## src/rtl/hsa_pkg.sv

```systemverilog
// Shared types for the ascending heap sort block.
// Holds the sequencer state enum and the command and status structs.
// No dependencies.
package hsa_pkg;

  localparam int MAX_ITEMS_DEF = 64;
  localparam int DATA_W        = 32;

  typedef enum logic [3:0] {
    ST_IDLE,
    ST_BINIT,
    ST_BNEXT,
    ST_XNEXT,
    ST_XRD0,
    ST_XRD1,
    ST_XWR0,
    ST_XWR1,
    ST_SRD,
    ST_SNODE,
    ST_SLEFT,
    ST_SRIGHT,
    ST_SCHK,
    ST_SSWAP,
    ST_ORD,
    ST_OLOAD
  } state_t;

  // read address select
  typedef enum logic [2:0] {
    RD_POS,
    RD_LEFT,
    RD_RIGHT,
    RD_ROOT,
    RD_PEND,
    RD_OUT
  } rd_sel_t;

  // write port select
  typedef enum logic [2:0] {
    WR_NONE,
    WR_IN,
    WR_ROOT_RDATA,
    WR_PEND_NV,
    WR_POS_BV,
    WR_BI_NV
  } wr_sel_t;

  typedef struct packed {
    logic    store;       // input transfer: count it or mark overflow
    logic    build_init;  // limit <= count, pass <= count/2, out index <= 0
    logic    build_step;  // pos <= pass-1, pass <= pass-1
    logic    ext_init;    // pass <= count
    logic    xchg_done;   // limit <= pass-1, pass <= pass-1, pos <= 0
    logic    ld_node;     // node and big value <= read data, big index <= pos
    logic    take_left;
    logic    take_right;
    logic    descend;     // pos <= big index
    logic    out_load;
    logic    run_clr;
    rd_sel_t rd_sel;
    wr_sel_t wr_sel;
  } cmd_t;

  typedef struct packed {
    logic p_zero;
    logic left_ok;
    logic right_ok;
    logic gt;
    logic big_is_node;
    logic out_free;
    logic out_last;
  } stat_t;

endpackage

```

## src/rtl/hsa_ctrl.sv

```systemverilog
// Sequencer for the heap sort: load, heap build, extraction and read-out.
// Drives the datapath through cmd_t and reacts to stat_t; uses hsa_pkg.
module hsa_ctrl
  import hsa_pkg::*;
(
  input  logic  clk,
  input  logic  rst,
  input  logic  s_tvalid,
  input  logic  s_tlast,
  output logic  s_tready,
  input  stat_t stat,
  output cmd_t  cmd
);

  state_t state, state_next;
  logic   build_phase, build_phase_next;
  state_t sift_ret;

  always_ff @(posedge clk) begin
    if (rst) begin
      state       <= ST_IDLE;
      build_phase <= 1'b0;
    end else begin
      state       <= state_next;
      build_phase <= build_phase_next;
    end
  end

  // where a finished sift-down goes back to
  assign sift_ret = build_phase ? ST_BNEXT : ST_XNEXT;

  always_comb begin
    state_next       = state;
    build_phase_next = build_phase;
    unique case (state)
      ST_IDLE:   if (s_tvalid && s_tlast) state_next = ST_BINIT;
      ST_BINIT: begin
        state_next       = ST_BNEXT;
        build_phase_next = 1'b1;
      end
      ST_BNEXT: begin
        if (stat.p_zero) begin
          state_next       = ST_XNEXT;
          build_phase_next = 1'b0;
        end else begin
          state_next = ST_SRD;
        end
      end
      ST_XNEXT:  state_next = stat.p_zero ? ST_ORD : ST_XRD0;
      ST_XRD0:   state_next = ST_XRD1;
      ST_XRD1:   state_next = ST_XWR0;
      ST_XWR0:   state_next = ST_XWR1;
      ST_XWR1:   state_next = ST_SRD;
      ST_SRD:    state_next = ST_SNODE;
      ST_SNODE:  state_next = stat.left_ok ? ST_SLEFT : sift_ret;
      ST_SLEFT:  state_next = stat.right_ok ? ST_SRIGHT : ST_SCHK;
      ST_SRIGHT: state_next = ST_SCHK;
      ST_SCHK:   state_next = stat.big_is_node ? sift_ret : ST_SSWAP;
      ST_SSWAP:  state_next = ST_SRD;
      ST_ORD:    if (stat.out_free) state_next = ST_OLOAD;
      ST_OLOAD:  state_next = stat.out_last ? ST_IDLE : ST_ORD;
      default:   state_next = ST_IDLE;
    endcase
  end

  always_comb begin
    cmd        = '0;
    cmd.rd_sel = RD_POS;
    cmd.wr_sel = WR_NONE;
    s_tready   = 1'b0;
    unique case (state)
      ST_IDLE: begin
        s_tready = 1'b1;
        if (s_tvalid) begin
          cmd.store  = 1'b1;
          cmd.wr_sel = WR_IN;
        end
      end
      ST_BINIT:  cmd.build_init = 1'b1;
      ST_BNEXT: begin
        if (stat.p_zero) cmd.ext_init = 1'b1;
        else             cmd.build_step = 1'b1;
      end
      ST_XNEXT:  cmd.rd_sel = RD_ROOT;
      ST_XRD0:   cmd.rd_sel = RD_ROOT;
      ST_XRD1: begin
        cmd.rd_sel  = RD_PEND;
        cmd.ld_node = 1'b1;
      end
      ST_XWR0:   cmd.wr_sel = WR_ROOT_RDATA;
      ST_XWR1: begin
        cmd.wr_sel    = WR_PEND_NV;
        cmd.xchg_done = 1'b1;
      end
      ST_SRD:    cmd.rd_sel = RD_POS;
      ST_SNODE: begin
        cmd.ld_node = 1'b1;
        cmd.rd_sel  = RD_LEFT;
      end
      ST_SLEFT: begin
        cmd.take_left = stat.gt;
        cmd.rd_sel    = RD_RIGHT;
      end
      ST_SRIGHT: cmd.take_right = stat.gt;
      ST_SCHK:   if (!stat.big_is_node) cmd.wr_sel = WR_POS_BV;
      ST_SSWAP: begin
        cmd.wr_sel  = WR_BI_NV;
        cmd.descend = 1'b1;
      end
      ST_ORD:    cmd.rd_sel = RD_OUT;
      ST_OLOAD: begin
        cmd.out_load = 1'b1;
        cmd.run_clr  = stat.out_last;
      end
      default: ;
    endcase
  end

endmodule

```

## src/rtl/hsa_dp.sv

```systemverilog
// Datapath of the heap sort: element memory, heap indexes, compare and output register.
// Controlled by hsa_ctrl through cmd_t and stat_t; uses hsa_pkg.
module hsa_dp
  import hsa_pkg::*;
#(
  parameter int MAX_ITEMS = MAX_ITEMS_DEF
)
(
  input  logic              clk,
  input  logic              rst,
  input  logic [DATA_W-1:0] s_tdata,
  input  cmd_t              cmd,
  output stat_t             stat,
  output logic              m_tvalid,
  input  logic              m_tready,
  output logic [DATA_W-1:0] m_tdata,
  output logic              m_tlast,
  output logic              m_tuser
);

  localparam int AW = (MAX_ITEMS > 1) ? $clog2(MAX_ITEMS) : 1;
  localparam int CW = $clog2(MAX_ITEMS + 1);
  localparam int IW = AW + 2;

  logic [DATA_W-1:0] mem [MAX_ITEMS];

  logic [CW-1:0]       cnt;
  logic                ovf;
  logic [CW-1:0]       lim;
  logic [CW-1:0]       pass;
  logic [CW-1:0]       k;
  logic [AW-1:0]       pos;
  logic [AW-1:0]       bi;
  logic signed [DATA_W-1:0] nv;
  logic signed [DATA_W-1:0] bv;
  logic signed [DATA_W-1:0] rdata;

  logic [CW-1:0] pass_m1;
  logic [IW-1:0] left_i, right_i, lim_i;
  logic          room;
  logic [AW-1:0] raddr;
  logic [AW-1:0] waddr;
  logic [DATA_W-1:0] wdata;
  logic          wen;

  assign pass_m1 = pass - CW'(1);
  assign left_i  = {1'b0, pos, 1'b1};
  assign right_i = {1'b0, pos, 1'b0} + IW'(2);
  assign lim_i   = IW'(lim);
  assign room    = cnt < CW'(MAX_ITEMS);

  assign stat.p_zero      = pass == '0;
  assign stat.left_ok     = left_i < lim_i;
  assign stat.right_ok    = right_i < lim_i;
  assign stat.gt          = rdata > bv;
  assign stat.big_is_node = bi == pos;
  assign stat.out_free    = !m_tvalid || m_tready;
  assign stat.out_last    = (k + CW'(1)) == cnt;

  always_comb begin
    unique case (cmd.rd_sel)
      RD_POS:   raddr = pos;
      RD_LEFT:  raddr = left_i[AW-1:0];
      RD_RIGHT: raddr = right_i[AW-1:0];
      RD_ROOT:  raddr = '0;
      RD_PEND:  raddr = pass_m1[AW-1:0];
      RD_OUT:   raddr = k[AW-1:0];
      default:  raddr = pos;
    endcase
  end

  always_comb begin
    wen   = 1'b1;
    waddr = pos;
    wdata = bv;
    unique case (cmd.wr_sel)
      WR_NONE:       wen = 1'b0;
      WR_IN: begin
        wen   = room;
        waddr = cnt[AW-1:0];
        wdata = s_tdata;
      end
      WR_ROOT_RDATA: begin
        waddr = '0;
        wdata = rdata;
      end
      WR_PEND_NV: begin
        waddr = pass_m1[AW-1:0];
        wdata = nv;
      end
      WR_POS_BV: begin
        waddr = pos;
        wdata = bv;
      end
      WR_BI_NV: begin
        waddr = bi;
        wdata = nv;
      end
      default:       wen = 1'b0;
    endcase
  end

  always_ff @(posedge clk) begin
    if (wen) mem[waddr] <= wdata;
    rdata <= mem[raddr];
  end

  // set bookkeeping
  always_ff @(posedge clk) begin
    if (rst) begin
      cnt <= '0;
      ovf <= 1'b0;
    end else if (cmd.run_clr) begin
      cnt <= '0;
      ovf <= 1'b0;
    end else if (cmd.store) begin
      if (room) cnt <= cnt + CW'(1);
      else      ovf <= 1'b1;
    end
  end

  // heap indexes
  always_ff @(posedge clk) begin
    if (rst) begin
      lim  <= '0;
      pass <= '0;
      pos  <= '0;
      k    <= '0;
    end else begin
      if (cmd.build_init) begin
        lim  <= cnt;
        pass <= cnt >> 1;
        k    <= '0;
      end
      if (cmd.build_step) begin
        pos  <= pass_m1[AW-1:0];
        pass <= pass_m1;
      end
      if (cmd.ext_init) pass <= cnt;
      if (cmd.xchg_done) begin
        lim  <= pass_m1;
        pass <= pass_m1;
        pos  <= '0;
      end
      if (cmd.descend) pos <= bi;
      if (cmd.out_load) k <= k + CW'(1);
    end
  end

  // node value and current largest of node and children
  always_ff @(posedge clk) begin
    if (cmd.ld_node) begin
      nv <= rdata;
      bv <= rdata;
      bi <= pos;
    end else if (cmd.take_left) begin
      bv <= rdata;
      bi <= left_i[AW-1:0];
    end else if (cmd.take_right) begin
      bv <= rdata;
      bi <= right_i[AW-1:0];
    end
  end

  // output register
  always_ff @(posedge clk) begin
    if (rst) begin
      m_tvalid <= 1'b0;
    end else if (cmd.out_load) begin
      m_tvalid <= 1'b1;
    end else if (m_tready) begin
      m_tvalid <= 1'b0;
    end
  end

  always_ff @(posedge clk) begin
    if (cmd.out_load) begin
      m_tdata <= rdata;
      m_tlast <= stat.out_last;
      m_tuser <= ovf;
    end
  end

endmodule

```

## src/rtl/heap_sort_ascending.sv

```systemverilog
// Top level of the ascending heap sort block.
// Instantiates hsa_ctrl (sequencer) and hsa_dp (memory and datapath); uses hsa_pkg.
//
// Input stream: one signed 32-bit element per transfer, tlast on the final
// element of a set. Up to MAX_ITEMS elements are kept; further ones are
// discarded and the set is flagged as having dropped items.
// The final transfer starts the sort: a max-heap is built in the element memory
// and then shrunk, root swapped to the end and sifted down each time.
// Output stream: every stored element in ascending order, tlast on the largest,
// tuser set on all results of a set that lost elements.
// Loading accepts one element per cycle. Each sift-down level reads the node and
// then the left and right children on the single memory read port and compares;
// a level that swaps then does so with two writes. A root exchange reads the
// root and the last heap element and writes them back swapped.
// Read-out fetches each result from memory and loads it into the output register.
// Only one set is in work at a time; input is refused from the final transfer
// until the last result has been loaded into the output register.
// A receiver stall holds the output register and pauses the read-out.
// Reset empties the set and the output register; memory contents are not cleared.
module heap_sort_ascending
  import hsa_pkg::*;
#(
  parameter int MAX_ITEMS = MAX_ITEMS_DEF
)
(
  input  logic              clk,
  input  logic              rst,
  input  logic              s_tvalid,
  output logic              s_tready,
  input  logic [DATA_W-1:0] s_tdata,   // [31:0] value
  input  logic              s_tlast,   // last_item
  output logic              m_tvalid,
  input  logic              m_tready,
  output logic [DATA_W-1:0] m_tdata,   // [31:0] sorted_value
  output logic              m_tlast,   // last_result
  output logic              m_tuser    // [0] dropped
);

  cmd_t  cmd;
  stat_t stat;

  hsa_ctrl u_ctrl (
    .clk      (clk),
    .rst      (rst),
    .s_tvalid (s_tvalid),
    .s_tlast  (s_tlast),
    .s_tready (s_tready),
    .stat     (stat),
    .cmd      (cmd)
  );

  hsa_dp #(
    .MAX_ITEMS (MAX_ITEMS)
  ) u_dp (
    .clk      (clk),
    .rst      (rst),
    .s_tdata  (s_tdata),
    .cmd      (cmd),
    .stat     (stat),
    .m_tvalid (m_tvalid),
    .m_tready (m_tready),
    .m_tdata  (m_tdata),
    .m_tlast  (m_tlast),
    .m_tuser  (m_tuser)
  );

endmodule
```

## config.mk

```make
export PLATFORM = sky130hd
export DESIGN_NAME = heap_sort_ascending
export DESIGN_NICKNAME = d
export VERILOG_FILES = /design/src/rtl/hsa_pkg.sv /design/src/rtl/hsa_ctrl.sv /design/src/rtl/hsa_dp.sv /design/src/rtl/heap_sort_ascending.sv
export SDC_FILE = /design/constraint.sdc
export NUM_CORES = 2
export LEC_CHECK = 0
export BUFFER_PORTS_ARGS = -buffer_cell sky130_fd_sc_hd__buf_4
export CAP_MARGIN = 30
export CORE_MARGIN = 2
export CORE_UTILIZATION = 59
export CTS_BUF_LIST = sky130_fd_sc_hd__clkbuf_8
export DETAILED_ROUTE_END_ITERATION = 6
export PLACE_DENSITY = 0.75
export SLEW_MARGIN = 10
export SYNTH_ARGS = -nofsm -noshare
export SYNTH_HDL_FRONTEND = slang
export SYNTH_SLANG_ARGS = --single-unit
export TNS_END_PERCENT = 30
```

## constraint.sdc

```tcl
create_clock -name clk -period 6.79 [get_ports clk]
set_input_delay 0.3395 -clock clk [delete_from_list [all_inputs] [get_ports clk]]
set_output_delay 0.3395 -clock clk [all_outputs]
set_load 0.02 [all_outputs]
```

==> impl_metrics.sql <==
INSERT INTO impl_metrics (metric_group, metric, value, unit) VALUES
('power_and_ir_drop', 'power-per-cell-area', '398.0', 'nW/µm²'),
('place', 'gp_congestion', '0.9076', ''),
('layout', 'area.growth.synth_to_final', '12.96', '%'),
('layout', 'mostFrequentLayoutCell', 'edfxtp_1', ''),
('die', 'fp.dieH', '389.0', 'µm'),
('yosys', 'synthCells', '5247', ''),
('critical_path', 'type_of_element_launching_the_critical_path', 'flop', ''),
('die', 'dieWidth', '389.0', 'µm'),
('clock_tree', 'tritoncts', 'built', ''),
('timing', 'period_minus_slack', '5.197', 'ns'),
('yosys', 'distinct_cell_type_count_after_synthesis', '78', ''),
('clock_tree', 'cts.root.buffer_cell', 'clkbuf_8', ''),
('timing', 'maximum_clock_frequency', '192.4', 'MHz'),
('grt', 'initial_antenna_violation_count', '16', ''),
('clock_tree', 'insertion_delay', '1.05', 'ns'),
('yosys', 'synth-main-ff-cell', 'edfxtp_1', ''),
('clock_tree', 'postCtsResizedCells', '0', ''),
('critical_path', 'cp_max_fo', '28', ''),
('layout', 'drive_above_1_share', '19.80', '%'),
('power_and_ir_drop', 'vdd_drop_max', '0.3979', 'mV'),
('critical_path', 'worstSetupEndpointType', 'flop', ''),
('critical_path', 'required', '7.51', 'ns'),
('drt', 'drt-total-wl', '234900', 'µm'),
('clock_tree', 'clk_path_buf_depth', '4', ''),
('critical_path', 'cp_cell_sequence', 'inv_2 -> nor3_1 -> a222oi_1 -> a21oi_1 -> o21ai_1 -> nand3b_1 -> nor2_4 -> buf_4', ''),
('grt', 'grt_max_degree', '140', ''),
('drt', 'drt_pre_antenna_iters', '7', ''),
('grt', 'grt_pass1_vias', '49429', ''),
('layout', 'nFillCells', '9351', ''),
('timing', 'rsz0062_at_grt', 'false', ''),
('timing', 'slew_viol_final', '0', ''),
('place', 'hpwlAfterDp', '143200', 'µm'),
('yosys', 'synthArstFlopShare', '0', '%'),
('clock_tree', 'cts.sink_count', '2225', ''),
('clock_tree', 'postCtsSetupRepairBufs', '0', ''),
('clock_tree', 'clk_pin_slew', '0.06', 'ns'),
('grt', 'grt_first_pass_wirelength', '337400', 'µm'),
('power_and_ir_drop', 'power', '0.03933', 'W'),
('drt', 'vias_per_cell', '6.599', ''),
('critical_path', 'critical-path-slowest-cell', 'dfxtp_1', ''),
('timing', 'clock_skew', '0.08930', 'ns'),
('critical_path', 'cp_data_arrival_time', '5.92', 'ns'),
('die', 'die_area', '151300', 'µm²'),
('place', 'buffer_ports.inserted', '72', ''),
('layout', 'finalNetCount', '5655', ''),
('min_path', 'min_path_type', 'in2reg', ''),
('drt', 'postRouteAntennaNets', '0', ''),
('grt', 'gr-total-overflow', '0', ''),
('power_and_ir_drop', 'leakagePower', '32.38', 'nW'),
('timing', 'worst-slew-pin-transition', '1.068', 'ns'),
('drt', 'post_drt_wl_per_cell', '30.22', 'µm'),
('timing', 'slew_headroom', '28.78', '%'),
('yosys', 'postSynthRegisterBits', '2225', ''),
('clock_tree', 'cts_inserted_buffers', '358', ''),
('drt', 'detail_route.drc_violations', '0', ''),
('timing', 'final_hold_viol_count', '0', ''),
('timing', 'accumulated_negative_setup_slack', '0', 'ns'),
('layout', 'multi_input_comb_area', '20440', 'µm²'),
('critical_path', 'cp_slowest_stage_delay', '0.93', 'ns'),
('yosys', 'yosysWarnings', '0', ''),
('yosys', 'syn_nets', '5333', ''),
('timing', 'layout_worst_path_cycle_share', '76.54', '%'),
('critical_path', 'worst-setup-path-type', 'reg2reg', ''),
('timing', 'setup_viol_count_final', '0', ''),
('outcome', 'run_status', 'finished, final reports clean', ''),
('layout', 'layout.cells.most_common_list', 'edfxtp_1, nand2_1, nand3_1', ''),
('drt', 'vias', '51304', ''),
('yosys', 'seq_area_frac_synth', '75.56', '%'),
('die', 'core-area', '147500', 'µm²'),
('yosys', 'postSynthAreaPerCell', '16.67', 'µm²'),
('die', 'design.portCount', '73', ''),
('drt', 'drtIter0Drc', '7803', ''),
('job', 'timing.max_cap.violations', '0', ''),
('die', 'starting_utilization_of_the_core_area', '59.30', '%'),
('die', 'fp-row-count', '141', ''),
('yosys', 'number_of_enable_type_register_cells_in_the_synthesized_netlist', '2152', ''),
('grt', 'global_route.usage.total', '30.95', '%'),
('clock_tree', 'cts_max_level', '5', ''),
('layout', 'seq_area', '66080', 'µm²'),
('yosys', 'syn-cell-area', '87460', 'µm²');
==> cell usage after synthesis, types with 4 or more instances <==
cell type | n | area, µm²
buf_2 | 70 | 350.3
nor4_1 | 5 | 31.28
a222oi_1 | 34 | 340.3
nor2_1 | 172 | 645.6
o21a_1 | 10 | 75.07
a221o_1 | 4 | 40.04
clkbuf_1 | 143 | 536.8
ha_1 | 49 | 613.1
inv_1 | 53 | 198.9
a211oi_1 | 12 | 90.09
edfxtp_1 | 2152 | 64620
and4_1 | 33 | 289.0
buf_6 | 23 | 259.0
o21ai_0 | 24 | 120.1
a21o_1 | 18 | 135.1
buf_4 | 47 | 352.8
a21oi_1 | 74 | 370.4
nor2b_1 | 17 | 106.4
a31oi_1 | 6 | 37.54
nand4b_1 | 31 | 271.5
and2_1 | 8 | 50.05
nand3_1 | 565 | 2828
xnor2_1 | 11 | 96.34
buf_1 | 38 | 142.6
a32oi_1 | 67 | 586.8
nor3_1 | 18 | 90.09
a22oi_1 | 103 | 773.2
nand2b_1 | 10 | 62.56
nand2_1 | 886 | 3326
nand4_1 | 78 | 488.0
mux4_2 | 320 | 7207
dfxtp_1 | 73 | 1461
a221oi_1 | 7 | 61.31
xor2_1 | 16 | 140.1
==> area by class of cell <==
| class | instances | area share, % |
|---|---|---|
| sequential | 2225 | 66.89 |
| tap | 1930 | 2.444 |
| timing repair buffer | 285 | 3.241 |
| multi-input combinational | 2644 | 20.69 |
| antenna | 12 | 0.03039 |
| clock buffer | 379 | 5.280 |
| clock inverter | 244 | 1.221 |
| inverter | 55 | 0.2090 |
==> through the flow <==
stage / instances / utilization, % / area (µm²) / hold WS, ns / setup slack [ns]
6_report: 7774 / 66.99 / 98800 / 0.1306 / 1.593
5_1_grt: 7769 / 66.98 / 98780 / 0.05887 / 1.489
2_1_floorplan: 5247 / - / 87460 / 0.4090 / 0.4423
4_1_cts: 7755 / 66.89 / 98650 / 0.1823 / 1.611
3_5_place_dp: 7126 / 62.49 / 92170 / 0.4191 / 1.661
3_3_place_gp: 7081 / 61.78 / 91120 / 0.4228 / 0.8371
==> logic make-up (layout without fill, tap and decap cells) <==
| family | after synthesis | after routing | share of synthesized area [%] |
|---|---|---|---|
| AO/OA/AOI/OAI | 398 | 398 | 3.409 |
| XOR/XNOR | 29 | 29 | 0.3219 |
| adder cells (fa/ha/maj) | 49 | 49 | 0.7010 |
| buffers and inverters | 378 | 963 | 2.147 |
| flip-flops | 2225 | 2225 | 75.56 |
| multiplexers | 322 | 322 | 8.263 |
| other | 0 | 12 | 0 |
| AND/OR/NAND/NOR | 1846 | 1846 | 9.603 |
==> metal layers <==
metal  vias to the layer above  routed length (µm)  track usage [%]
met1                     25623               84610            43.09
met4                        12               11970            14.83
met3                       625               31120            7.848
met2                      3774              107200            46.40
met5                         -                  82                0
li1                      21270                   -                -
==> final timing paths <==
path / startpoint / endpoint / slack [ns] / cells after the start
worst max register to register: u_ctrl.state[2] / u_dp.mem[37][9] / 1.59 / 8
worst min register to register: u_dp.ovf / u_dp.m_tuser / 0.43 / 0
worst max-delay path: u_ctrl.state[2] / u_dp.mem[37][9] / 1.59 / 8
worst min-delay path: s_tdata[14] / u_dp.mem[51][14] / 0.13 / 3
==> worst max-delay path: cells and delay by family, from the launching register on <==
kind,cells,cell delay [ns]
simple gates,3,2.30
buf+inv,2,0.56
flops,1,0.93
compound gates,3,1.09
==> report_power, final <==
group          internal (W)  switching (W)  total [W]
clock               0.00543        0.00508     0.0105
combinational       0.00280        0.00765     0.0105
sequential           0.0178       0.000543     0.0184
total                0.0260         0.0133     0.0393
==> timing repair <==
item,CTS,global route
endpoints found under the hold margin,33,0
setup endpoints to repair,0,0
hold buffers,6,0
==> flip-flops by register name (all words and copies together), names as in the netlist, 6 cells and up <==
| signal | flops |
|---|---|
| u_dp.bi | 6 |
| u_dp.bv | 32 |
| u_dp.cnt | 7 |
| u_dp.k | 7 |
| u_dp.lim | 7 |
| u_dp.m_tdata | 32 |
| u_dp.mem | 2048 |
| u_dp.nv | 32 |
| u_dp.pass | 7 |
| u_dp.pos | 6 |
| u_dp.rdata | 32 |
Power figures use the tool's default switching activity.
